==> config.mk <==
export PLATFORM = sky130hd
export DESIGN_NAME = scdf_front
export DESIGN_NICKNAME = d
export VERILOG_FILES = /design/src/rtl/scdf_pkg.sv /design/src/rtl/scdf_front.sv
export SDC_FILE = /design/constraint.sdc
export NUM_CORES = 1
export LEC_CHECK = 0
export BUFFER_PORTS_ARGS = -buffer_cell sky130_fd_sc_hd__buf_2
export CAP_MARGIN = 20
export CORE_MARGIN = 2
export CORE_UTILIZATION = 47
export DETAILED_ROUTE_END_ITERATION = 12
export PLACE_DENSITY = 0.76
export SYNTH_ARGS = -nofsm -noshare
export SYNTH_HDL_FRONTEND = slang
export SYNTH_SLANG_ARGS = --single-unit
==> constraint.sdc <==
create_clock -name clk -period 4.4 [get_ports clk]
set_input_delay 0.66 -clock clk [delete_from_list [all_inputs] [get_ports clk]]
set_output_delay 0.66 -clock clk [all_outputs]
set_load 0.02 [all_outputs]
==> src/rtl/scdf_pkg.sv <==
// ----------------------------------------------------------------------------
// scdf_pkg
// Field widths, beat layout and defaults for the sector cache directory.
// ----------------------------------------------------------------------------
package scdf_pkg;

    // sector size must be a power of two; the position split is a shift
    localparam int SECTOR_BYTES = 512;
    localparam int OFF_W        = $clog2(SECTOR_BYTES);

    localparam int POS_W        = 25;
    localparam int IDX_W        = 16;
    localparam int DISK_W       = 32;
    localparam int FSEC_W       = POS_W - OFF_W;
    localparam int SLOT_OUT_W   = 4;
    localparam int OFFSET_OUT_W = 9;

    // input beat: file_position, map_index, disk_sector; tuser = mode
    localparam int S_POS_LSB    = 0;
    localparam int S_IDX_LSB    = S_POS_LSB + POS_W;
    localparam int S_DISK_LSB   = S_IDX_LSB + IDX_W;
    localparam int S_USED_W     = S_DISK_LSB + DISK_W;
    localparam int S_TDATA_W    = ((S_USED_W + 7) / 8) * 8;

    // output beat: slot, byte_offset, fetch_sector; tuser = {fetch_request, hit}
    localparam int M_SLOT_LSB   = 0;
    localparam int M_OFF_LSB    = M_SLOT_LSB + SLOT_OUT_W;
    localparam int M_SEC_LSB    = M_OFF_LSB + OFFSET_OUT_W;
    localparam int M_USED_W     = M_SEC_LSB + DISK_W;
    localparam int M_TDATA_W    = ((M_USED_W + 7) / 8) * 8;
    localparam int M_TUSER_W    = 2;
    localparam int M_HIT_BIT    = 0;
    localparam int M_FETCH_BIT  = 1;

    localparam logic MODE_LOAD  = 1'b0;
    localparam logic MODE_READ  = 1'b1;

    localparam int SLOTS_DEFAULT       = 16;
    localparam int MAP_ENTRIES_DEFAULT = 65536;

endpackage

==> src/rtl/scdf_front.sv <==
// ----------------------------------------------------------------------------
// scdf_front
// Input side: takes beats, splits read positions into sector and offset,
// and queues classified requests for the back end (two entries).
// ----------------------------------------------------------------------------
module scdf_front #(
    parameter int MAP_AW = 16
) (
    input  logic                              clk,
    input  logic                              rst_n,
    input  logic                              s_axis_tvalid,
    output logic                              s_axis_tready,
    input  logic [scdf_pkg::S_TDATA_W-1:0]    s_axis_tdata,
    input  logic                              s_axis_tuser,
    output logic                              q_valid,
    output logic                              q_is_read,
    output logic [MAP_AW-1:0]                 q_addr,
    output logic [scdf_pkg::OFFSET_OUT_W-1:0] q_offset,
    output logic [scdf_pkg::DISK_W-1:0]       q_disk,
    input  logic                              q_pop
);

    logic [scdf_pkg::POS_W-1:0]        pos;
    logic [scdf_pkg::IDX_W-1:0]        idx;
    logic [scdf_pkg::FSEC_W-1:0]       fsec;
    logic                              in_is_read;
    logic [MAP_AW-1:0]                 in_addr;
    logic [scdf_pkg::OFFSET_OUT_W-1:0] in_offset;
    logic                              push;

    logic                              is_read_reg [2];
    logic [MAP_AW-1:0]                 addr_reg    [2];
    logic [scdf_pkg::OFFSET_OUT_W-1:0] offset_reg  [2];
    logic [scdf_pkg::DISK_W-1:0]       disk_reg    [2];
    logic                              wr_ptr_reg, wr_ptr_next;
    logic                              rd_ptr_reg, rd_ptr_next;
    logic [1:0]                        count_reg, count_next;

    assign pos  = s_axis_tdata[scdf_pkg::S_POS_LSB +: scdf_pkg::POS_W];
    assign idx  = s_axis_tdata[scdf_pkg::S_IDX_LSB +: scdf_pkg::IDX_W];
    assign fsec = pos[scdf_pkg::POS_W-1:scdf_pkg::OFF_W];

    // a load is addressed by map_index, a read by its file sector; both wrap
    assign in_is_read = (s_axis_tuser == scdf_pkg::MODE_READ);
    assign in_addr    = in_is_read ? MAP_AW'(fsec) : MAP_AW'(idx);
    assign in_offset  = in_is_read ? scdf_pkg::OFFSET_OUT_W'(pos[scdf_pkg::OFF_W-1:0])
                                   : '0;

    assign s_axis_tready = (count_reg != 2'd2);
    assign push          = s_axis_tvalid && s_axis_tready;

    always_comb
    begin
        wr_ptr_next = wr_ptr_reg;
        rd_ptr_next = rd_ptr_reg;
        count_next  = count_reg;
        if (push)
        begin
            wr_ptr_next = !wr_ptr_reg;
        end
        if (q_pop)
        begin
            rd_ptr_next = !rd_ptr_reg;
        end
        if (push && !q_pop)
        begin
            count_next = count_reg + 2'd1;
        end
        else if (!push && q_pop)
        begin
            count_next = count_reg - 2'd1;
        end
    end

    always_ff @(posedge clk or negedge rst_n)
    begin
        if (!rst_n)
        begin
            wr_ptr_reg <= 1'b0;
            rd_ptr_reg <= 1'b0;
            count_reg  <= 2'd0;
        end
        else
        begin
            wr_ptr_reg <= wr_ptr_next;
            rd_ptr_reg <= rd_ptr_next;
            count_reg  <= count_next;
        end
    end

    always_ff @(posedge clk)
    begin
        if (push)
        begin
            is_read_reg[wr_ptr_reg] <= in_is_read;
            addr_reg[wr_ptr_reg]    <= in_addr;
            offset_reg[wr_ptr_reg]  <= in_offset;
            disk_reg[wr_ptr_reg]    <= s_axis_tdata[scdf_pkg::S_DISK_LSB +: scdf_pkg::DISK_W];
        end
    end

    assign q_valid   = (count_reg != 2'd0);
    assign q_is_read = is_read_reg[rd_ptr_reg];
    assign q_addr    = addr_reg[rd_ptr_reg];
    assign q_offset  = offset_reg[rd_ptr_reg];
    assign q_disk    = disk_reg[rd_ptr_reg];

endmodule

==> reports/qor.txt <==
crit path buf inv count - 2
final setup fails - 0
commonest cells in the netlist - edfxtp_1 (116), mux2_2 (64), mux2_4 (10), and2_1 (9), buf_2 (5)
number of fill cells in the layout - 765
CORE AREA - 9730 um^2
Setup TNS - 0 ps
DRT Pass-1 Iters - 4
highest-delay cell along the critical path - dfrtp_2
Die ar. - 10800 um^2
Largest register FFs - 64
Port Buffer Count - 137
routed len/inst - 15.8 um
WP data arrival - 2390 ps
Initial Util - 0.481
fin cells - 522
global routing usage on met3 - 0.0724
worst-case clock buffer depth - 2
Reg clk slew, reported paths - 50 ps
Max Slew Vio Count - 0
Avg Inst Size Synth - 20.6 um^2
initial DRC count - 72
I/O pin cnt - 145
Fmax - 328 MHz
area delta synth->final - 28.9%
Critical Path Max Stage Delay - 710 ps
count leader, synth - edfxtp_1
Core Util, Final - 0.620
worst setup path class - reg -> out
Global Route met2 Usage - 0.279
Req. time, crit path - 3740 ps
number of antenna violations at the first check in global routing - 0
synth warn - 0
Power, Total - 4.17 mW
reg2reg setup slack - 2150 ps
H-Tree Depth - 4
crit path cell chain - buf_4 -> mux2_2 -> buf_2
ANT cells - 0
hold slack - 344 ps
CTS tree - built
VDD IR-drop max - 353 uV
Worst Setup End Kind - output port
Synth Instances - 227
CP Launch Type - register
Period minus WS final - 3050 ps
CTS Sinks - 120
die height - 104 um
# rows - 36
Slew headroom - 0.413
Distinct cells, synth - 19
GR Util met1 - 0.183
Critical Path Sink - q_offset[2]
worst skew pair latency - 500 ps
largest net degree at the start of global routing - 38
DP Worst Slack - 1870 ps
Max Cap Viol - 0
mapped cell area - 4680 um^2
period utilization - 0.693
total stage count of the critical path - 3
placed cell areas - 5490 um^2
Post-synth top flop - edfxtp_1
first-pass GRT wire length - 13200 um
syn_nets - 313
RSZ-0062 raised after global routing - no
grt total ovfl - 0
total number of vias - 2508
hold path cells - 1
Async SR Flop Fraction - 0.0333
Yosys top cell by area - edfxtp_1
final instance area - 6030 um^2
Worst R2R Path Depth - 4
power density over the cells - 692 nW/um^2
final hold vios - 0
HP Class - in -> reg
layout cells sized above 1 - 0.625
number of cells after detailed placement - 490
Leak Pwr - 2.35 nW
vias in the first global route - 2746
FF-to-FF Start - count_reg[0]
synth top area cells - edfxtp_1 (74%), mux2_2 (15%), mux2_4 (3.2%)
Worst-Margin Slew - 880 ps
GPL Wtd Cong - 0.692
clk_skew - 5.47 ps
outcome - completed
Die X - 104 um
Worst Setup SP - rd_ptr_reg
count of state elements after synthesis - 120
Total Wirelength - 8260 um
total global-route track usage - 0.164
clock root buffer - clkbuf_8
Seq/Total Area, Yosys - 0.766
layer with the highest usage - met2
Reg-to-Reg End - disk_reg[0][30]
number of synthesized flops with an enable pin - 116
final worst slack - 1350 ps
Post-DRT Antenna Nets - 0
top cell type's share of synthesized area - 0.745
Residual DRC - 0
final net count - 463
CTS Buf Count - 17
Via density - 4.80
detailed placement HPWL - 5300 um
CP delay by family, top - buffers and inverters
CP Max Fanout - 36
CTS resizes - 0
-- cell type report --
type	instances	area, um^2	area share
multi-input cells	95	1020	0.170
clock buffers	19	422	0.0699
clock inverters	12	110	0.0183
inverters	2	7.51	0.00124
well taps	133	166	0.0276
flip-flops and latches	120	3580	0.594
repair buffers	141	718	0.119
-- placed cells by master, fill, tap and decap left out --
cell type,count
inv_1,2
bufinv_16,2
xnor2_1,2
buf_4,3
dfrtp_1,3
and3_2,1
clkinv_1,4
dfrtp_2,1
xor2_1,3
ha_1,1
or2_2,1
nor2_1,1
nand2b_1,1
mux2_4,10
clkbuf_8,1
clkbuf_1,2
nand2_1,1
clkbuf_16,16
clkinvlp_4,2
buf_2,137
nor2_4,1
and2_1,9
clkinv_2,4
dlygate4sd3_1,1
mux2_2,64
edfxtp_1,116
-- worst min-delay path by stage --
stage,start,slack (ps),end
after detailed placement,rst_n,470,count_reg[0]
after CTS,s_axis_tdata[42],320,disk_reg[0][1]
final,s_axis_tdata[67],340,disk_reg[0][26]
after global routing,s_axis_tdata[67],310,disk_reg[1][26]
after global placement,rst_n,470,count_reg[1]
after floorplan,rst_n,360,count_reg[0]
-- cell families (layout without fill, tap and decap cells) --
logic type	count (synthesis)	after routing	share of synthesized area
xor+xnor	5	5	0.00936
fa+ha+maj	1	1	0.00267
buf+inv	12	174	0.0174
flops	120	120	0.766
mux	74	74	0.186
simple gates	15	15	0.0185
-- routing by layer --
| layer | vias to the layer above | routed length, um |
|---|---|---|
| met5 | - | 0 |
| met2 | 104 | 4250 |
| met4 | 0 | 106 |
| li1 | 1184 | - |
| met3 | 8 | 585 |
| met1 | 1212 | 3310 |
-- what timing repair did --
action | 4_1_cts | 5_1_grt
hold buffers | 1 | 0
buffers inserted | 0 | 0
endpoints found under the hold margin | 4 | 0
-- where the power goes --
group / leakage (nW) / internal (mW) / total [mW] / switching, mW
sequential: 1.13 / 1.57 / 1.68 / 0.109
combinational: 0.972 / 0.520 / 1.26 / 0.736
clock: 0.257 / 0.787 / 1.24 / 0.449
total: 2.35 / 2.88 / 4.17 / 1.29
Power figures use the tool's default switching activity.
