### src/rtl/scdf_pkg.sv
// ----------------------------------------------------------------------------
// scdf_pkg
// Field widths, beat layout and defaults for the sector cache directory.
// ----------------------------------------------------------------------------
package scdf_pkg;

    // sector size must be a power of two; the position split is a shift
    localparam int SECTOR_BYTES = 512;
    localparam int OFF_W        = $clog2(SECTOR_BYTES);

    localparam int POS_W        = 25;
    localparam int IDX_W        = 16;
    localparam int DISK_W       = 32;
    localparam int FSEC_W       = POS_W - OFF_W;
    localparam int SLOT_OUT_W   = 4;
    localparam int OFFSET_OUT_W = 9;

    // input beat: file_position, map_index, disk_sector; tuser = mode
    localparam int S_POS_LSB    = 0;
    localparam int S_IDX_LSB    = S_POS_LSB + POS_W;
    localparam int S_DISK_LSB   = S_IDX_LSB + IDX_W;
    localparam int S_USED_W     = S_DISK_LSB + DISK_W;
    localparam int S_TDATA_W    = ((S_USED_W + 7) / 8) * 8;

    // output beat: slot, byte_offset, fetch_sector; tuser = {fetch_request, hit}
    localparam int M_SLOT_LSB   = 0;
    localparam int M_OFF_LSB    = M_SLOT_LSB + SLOT_OUT_W;
    localparam int M_SEC_LSB    = M_OFF_LSB + OFFSET_OUT_W;
    localparam int M_USED_W     = M_SEC_LSB + DISK_W;
    localparam int M_TDATA_W    = ((M_USED_W + 7) / 8) * 8;
    localparam int M_TUSER_W    = 2;
    localparam int M_HIT_BIT    = 0;
    localparam int M_FETCH_BIT  = 1;

    localparam logic MODE_LOAD  = 1'b0;
    localparam logic MODE_READ  = 1'b1;

    localparam int SLOTS_DEFAULT       = 16;
    localparam int MAP_ENTRIES_DEFAULT = 65536;

endpackage

### src/rtl/scdf_back.sv
// ----------------------------------------------------------------------------
// scdf_back
// Directory engine: slot owner table with parallel match, round-robin victim,
// map RAM access and the output register.
// ----------------------------------------------------------------------------
module scdf_back #(
    parameter int SLOTS  = 16,
    parameter int MAP_AW = 16
) (
    input  logic                              clk,
    input  logic                              rst_n,
    input  logic                              q_valid,
    input  logic                              q_is_read,
    input  logic [MAP_AW-1:0]                 q_addr,
    input  logic [scdf_pkg::OFFSET_OUT_W-1:0] q_offset,
    input  logic [scdf_pkg::DISK_W-1:0]       q_disk,
    output logic                              q_pop,
    output logic                              ram_we,
    output logic [MAP_AW-1:0]                 ram_waddr,
    output logic [scdf_pkg::DISK_W-1:0]       ram_wdata,
    output logic [MAP_AW-1:0]                 ram_raddr,
    input  logic [scdf_pkg::DISK_W-1:0]       ram_rdata,
    output logic                              m_axis_tvalid,
    input  logic                              m_axis_tready,
    output logic [scdf_pkg::M_TDATA_W-1:0]    m_axis_tdata,
    output logic [scdf_pkg::M_TUSER_W-1:0]    m_axis_tuser
);

    localparam int SLOT_W = $clog2(SLOTS);

    typedef enum logic [1:0] {
        S_IDLE    = 2'b01,
        S_RESOLVE = 2'b10
    } state_t;

    state_t                            state_reg, state_next;
    logic [MAP_AW-1:0]                 owner_reg [SLOTS];
    logic [SLOTS-1:0]                  used_reg;
    logic [SLOTS-1:0]                  match_reg;
    logic [SLOT_W-1:0]                 victim_reg, victim_next;
    logic [MAP_AW-1:0]                 key_reg;
    logic [scdf_pkg::OFFSET_OUT_W-1:0] off_reg;
    logic                              out_valid_reg, out_valid_next;
    logic [scdf_pkg::M_TDATA_W-1:0]    out_data_reg, out_data_next;
    logic [scdf_pkg::M_TUSER_W-1:0]    out_user_reg, out_user_next;

    logic                              out_free;
    logic                              take_read;
    logic                              hit;
    logic                              miss_update;
    logic [SLOT_W-1:0]                 hit_idx;
    logic [SLOT_W-1:0]                 res_slot;
    logic [scdf_pkg::DISK_W-1:0]       res_sector;

    assign out_free  = !out_valid_reg || m_axis_tready;
    assign q_pop     = (state_reg == S_IDLE) && q_valid && out_free;
    assign take_read = q_pop && q_is_read;

    assign ram_we    = q_pop && !q_is_read;
    assign ram_waddr = q_addr;
    assign ram_wdata = q_disk;
    assign ram_raddr = q_addr;

    // owners are unique, so at most one match bit is set
    assign hit = |match_reg;
    always_comb
    begin
        hit_idx = '0;
        for (int i = 0; i < SLOTS; i++)
        begin
            if (match_reg[i])
            begin
                hit_idx = hit_idx | SLOT_W'(i);
            end
        end
    end

    assign miss_update = (state_reg == S_RESOLVE) && !hit;
    assign res_slot    = hit ? hit_idx : victim_reg;
    assign res_sector  = hit ? '0 : ram_rdata;
    assign victim_next = (victim_reg == SLOT_W'(SLOTS - 1)) ? '0 : victim_reg + SLOT_W'(1);

    always_comb
    begin
        state_next     = state_reg;
        out_valid_next = out_valid_reg && !m_axis_tready;
        out_data_next  = out_data_reg;
        out_user_next  = out_user_reg;
        case (state_reg)
            S_IDLE:
            begin
                if (q_pop)
                begin
                    if (q_is_read)
                    begin
                        state_next = S_RESOLVE;
                    end
                    else
                    begin
                        out_valid_next = 1'b1;
                        out_data_next  = '0;
                        out_user_next  = '0;
                    end
                end
            end
            S_RESOLVE:
            begin
                // output register was freed when this read left the queue
                state_next     = S_IDLE;
                out_valid_next = 1'b1;
                out_data_next  = '0;
                out_data_next[scdf_pkg::M_SLOT_LSB +: scdf_pkg::SLOT_OUT_W] =
                    scdf_pkg::SLOT_OUT_W'(res_slot);
                out_data_next[scdf_pkg::M_OFF_LSB +: scdf_pkg::OFFSET_OUT_W] = off_reg;
                out_data_next[scdf_pkg::M_SEC_LSB +: scdf_pkg::DISK_W] = res_sector;
                out_user_next[scdf_pkg::M_HIT_BIT]   = hit;
                out_user_next[scdf_pkg::M_FETCH_BIT] = !hit;
            end
            default:
            begin
                state_next = S_IDLE;
            end
        endcase
    end

    always_ff @(posedge clk or negedge rst_n)
    begin
        if (!rst_n)
        begin
            state_reg     <= S_IDLE;
            used_reg      <= '0;
            victim_reg    <= '0;
            out_valid_reg <= 1'b0;
        end
        else
        begin
            state_reg     <= state_next;
            out_valid_reg <= out_valid_next;
            if (miss_update)
            begin
                // overwriting the owner drops the old sector's residency
                used_reg[victim_reg] <= 1'b1;
                victim_reg           <= victim_next;
            end
        end
    end

    always_ff @(posedge clk)
    begin
        out_data_reg <= out_data_next;
        out_user_reg <= out_user_next;
        if (take_read)
        begin
            key_reg <= q_addr;
            off_reg <= q_offset;
            for (int i = 0; i < SLOTS; i++)
            begin
                match_reg[i] <= used_reg[i] && (owner_reg[i] == q_addr);
            end
        end
        if (miss_update)
        begin
            owner_reg[victim_reg] <= key_reg;
        end
    end

    assign m_axis_tvalid = out_valid_reg;
    assign m_axis_tdata  = out_data_reg;
    assign m_axis_tuser  = out_user_reg;

endmodule

### config.mk
export PLATFORM = sky130hd
export DESIGN_NAME = scdf_back
export DESIGN_NICKNAME = d
export VERILOG_FILES = /design/src/rtl/scdf_pkg.sv /design/src/rtl/scdf_back.sv
export SDC_FILE = /design/constraint.sdc
export NUM_CORES = 1
export LEC_CHECK = 0
export BUFFER_PORTS_ARGS = -buffer_cell sky130_fd_sc_hd__buf_4
export CAP_MARGIN = 20
export CORE_ASPECT_RATIO = 1.1
export CORE_MARGIN = 2
export CORE_UTILIZATION = 36
export DETAILED_ROUTE_END_ITERATION = 10
export GPL_ROUTABILITY_DRIVEN = 0
export SLEW_MARGIN = 20
export SYNTH_ARGS = -nofsm -noshare
export SYNTH_HDL_FRONTEND = slang
export SYNTH_SLANG_ARGS = --single-unit
### constraint.sdc
create_clock -name clk -period 8.75 [get_ports clk]
set_clock_uncertainty 0.15 [all_clocks]
set_input_delay 1.3125 -clock clk [delete_from_list [all_inputs] [get_ports clk]]
set_output_delay 1.3125 -clock clk [all_outputs]
set_load 0.01 [all_outputs]
==> impl_metrics.tcl <==
set metrics [dict create \
    min_path_type "reg2reg" \
    post_cts_resized 0 \
    die_x_um 201 \
    r2r_start "state_reg[0]" \
    syn_avg_cell_area_um2 16.1 \
    grt_pass1_vias 7997 \
    critPathMaxFanout 53 \
    cp-end-kind "flip-flop" \
    fin_nets 1137 \
    status "finished, final reports clean" \
    syn_to_final_growth_pct 15.3 \
    postCtsHoldBufs 0 \
    critical-path-slowest-cell "and3_1" \
    synthCells 956 \
    fin_crit_ps 3490 \
    total_power_mw 4.04 \
    power.density_mw_per_mm2 228 \
    clock_latency_ps 580 \
    finalSetupViolCount 0 \
    grt_max_degree 54 \
    hold_violations 0 \
    start_kind "flip-flop" \
    grt_pass1_wl_um 56900 \
    cts_tree "built" \
    fin_tns_setup_ps 0 \
    fp.dieH_um 221 \
    power.leakage_nw 5.93 \
    largest_register_ffs 256 \
    yosys_warnings 0 \
    path_clk_slew_ps 60 \
    slew_headroom 0.262 \
    via_per_inst 4.91 \
    routedWlPerCell_um 24.2 \
    synth_edf_count 344 \
    worst_r2r_endpoint "owner_reg[2][2]" \
    path_cells "inv_1 > ha_1 > inv_1 > nor2_4 > and3_1" \
    yosysSeqAreaShare 0.709 \
    drc 0 \
    initial_core_util 0.365 \
    crit_end "owner_reg[2][2]" \
    syn_area_mm2 0.0154 \
    crit_arrival_ps 3520 \
    rsz0062_at_grt "false" \
    io_buffers 143 \
    root_buffer "clkbuf_16" \
    clk_path_buf_depth 3 \
    ios 211 \
    crit_path_frequent_cell "inv_1" \
    worstMarginPinSlew_ps 1110 \
    synth_seq_cells 367 \
    post_cts.repair.setup_buffers 0 \
    drt_iter0_drc 512 \
    rrSetupSlack_ps 5260 \
    die_area_mm2 0.0444 \
    slew_violations 0 \
    finalCritPeriodShare 0.398 \
    antenna_found_initial 0 \
    max_freq_mhz 287 \
    core_area_mm2 0.0422 \
    hpwl_um 25300 \
    worstSetupPathType "reg2reg" \
    dr.pass1.iters 4 \
    holdWs_ps 323 \
    drive_gt1_frac 0.217 \
    finalNonFillerCells 1636 \
    vdd_drop_max_mv 0.157 \
    ant_nets 0 \
    routed-via-count 8031 \
    cts.htree.levels 2 \
    numCtsBuffers 40 \
    setup.worst_path.start "state_reg[0]" \
    cp.required_ps 8790 \
    yosysUniqueCellTypes 37 \
    reg2reg_depth 5 \
    track_usage 0.178 \
    dp.cells 1562 \
    core.rowCount 79 \
    async_flop_share 0.0627 \
    clkSinkCount 367 \
    wl_um 39600 \
    cap_violations 0 \
    synth_ff_type "edfxtp_1" \
    final_core_util 0.421 \
    grt-ovfl-total 0 \
    crit_path_max_incr_delay_ps 950 \
    diodes 0 \
]
## worst max-delay path: cells and delay by family, from the launching register on
family | cells | cell delay [ps]
buffers and inverters | 2 | 320
adder cells (fa/ha/maj) | 1 | 450
flip-flops | 1 | 370
AND/OR/NAND/NOR | 2 | 1810
## cells in the final DEF, fill, tap and decap left out, drive strengths merged, types with 7 or more instances in the layout
master,instances
xor2,65
edfxtp,344
inv,8
nand4,49
dfrtp,22
nor2,7
nor4,40
and3,17
xnor2,192
clkbuf,47
nand2,21
buf,145
and2,43
a31o,16
clkinv,21
## power breakdown
group	total (mW)	switching [mW]	internal (mW)
Sequential	2.09	0.0703	2.02
Combinational	0.319	0.189	0.130
Clock	1.63	0.713	0.918
## synthesized netlist by cell type (2+ instances only)
| master | number | area [um2] |
|---|---|---|
| a21o_1 | 2 | 15.0 |
| inv_1 | 6 | 22.5 |
| a31oi_1 | 2 | 12.5 |
| and3_1 | 17 | 106 |
| nor2_1 | 5 | 18.8 |
| and2_1 | 43 | 269 |
| xor2_1 | 65 | 569 |
| buf_4 | 70 | 526 |
| buf_2 | 32 | 160 |
| nor4_4 | 4 | 85.1 |
| nand4_1 | 48 | 300 |
| clkbuf_1 | 4 | 15.0 |
| xnor2_1 | 192 | 1680 |
| nand2_1 | 21 | 78.8 |
| nor2_4 | 2 | 22.5 |
| edfxtp_1 | 344 | 10300 |
| buf_6 | 2 | 22.5 |
| nor4_1 | 36 | 225 |
| a31o_2 | 16 | 140 |
| a22o_1 | 2 | 17.5 |
| ha_1 | 6 | 75.1 |
| dfrtp_1 | 22 | 551 |
## area by class of cell
cell class | instances | area [um2]
fill | 3772 | 24500
multi-input combinational | 477 | 3760
inverter | 6 | 22.5
timing repair buffer | 145 | 1090
tap | 567 | 709
clock inverter | 27 | 224
clock buffer | 47 | 1040
sequential | 367 | 10900
## kinds of logic (layout without fill, tap and decap cells)
group / after synthesis / after routing / share of synthesized area
XOR/XNOR: 257 / 257 / 0.146
other: 1 / 3 / 0.000244
adder cells (fa/ha/maj): 6 / 6 / 0.00488
AND/OR/NAND/NOR: 181 / 181 / 0.0750
flip-flops: 367 / 367 / 0.709
multiplexers: 2 / 2 / 0.00146
buffers and inverters: 114 / 225 / 0.0484
AO/OA/AOI/OAI: 28 / 28 / 0.0151
## layer usage
metal  global-route usage  share of wire
met5                    0              0
met4               0.0731          0.039
met3               0.0368          0.068
met2                0.296           0.49
met1                0.226           0.41
## worst min-delay path by stage
stage | end | cells after the start | start | slack, ps
2_1_floorplan | used_reg[0] | 1 | used_reg[0] | 290
3_3_place_gp | used_reg[9] | 1 | used_reg[9] | 300
3_5_place_dp | used_reg[13] | 1 | used_reg[13] | 310
4_1_cts | used_reg[13] | 1 | used_reg[13] | 320
5_1_grt | used_reg[13] | 1 | used_reg[13] | 330
6_report | used_reg[2] | 1 | used_reg[2] | 320
## through the flow
step	instance area, um2	setup WS, ps
3_3_place_gp	16500	5220
2_1_floorplan	15400	5220
4_1_cts	17700	5170
5_1_grt	17800	5010
6_report	17800	5260
3_5_place_dp	16500	5180
(Power assumes the default switching activity.)
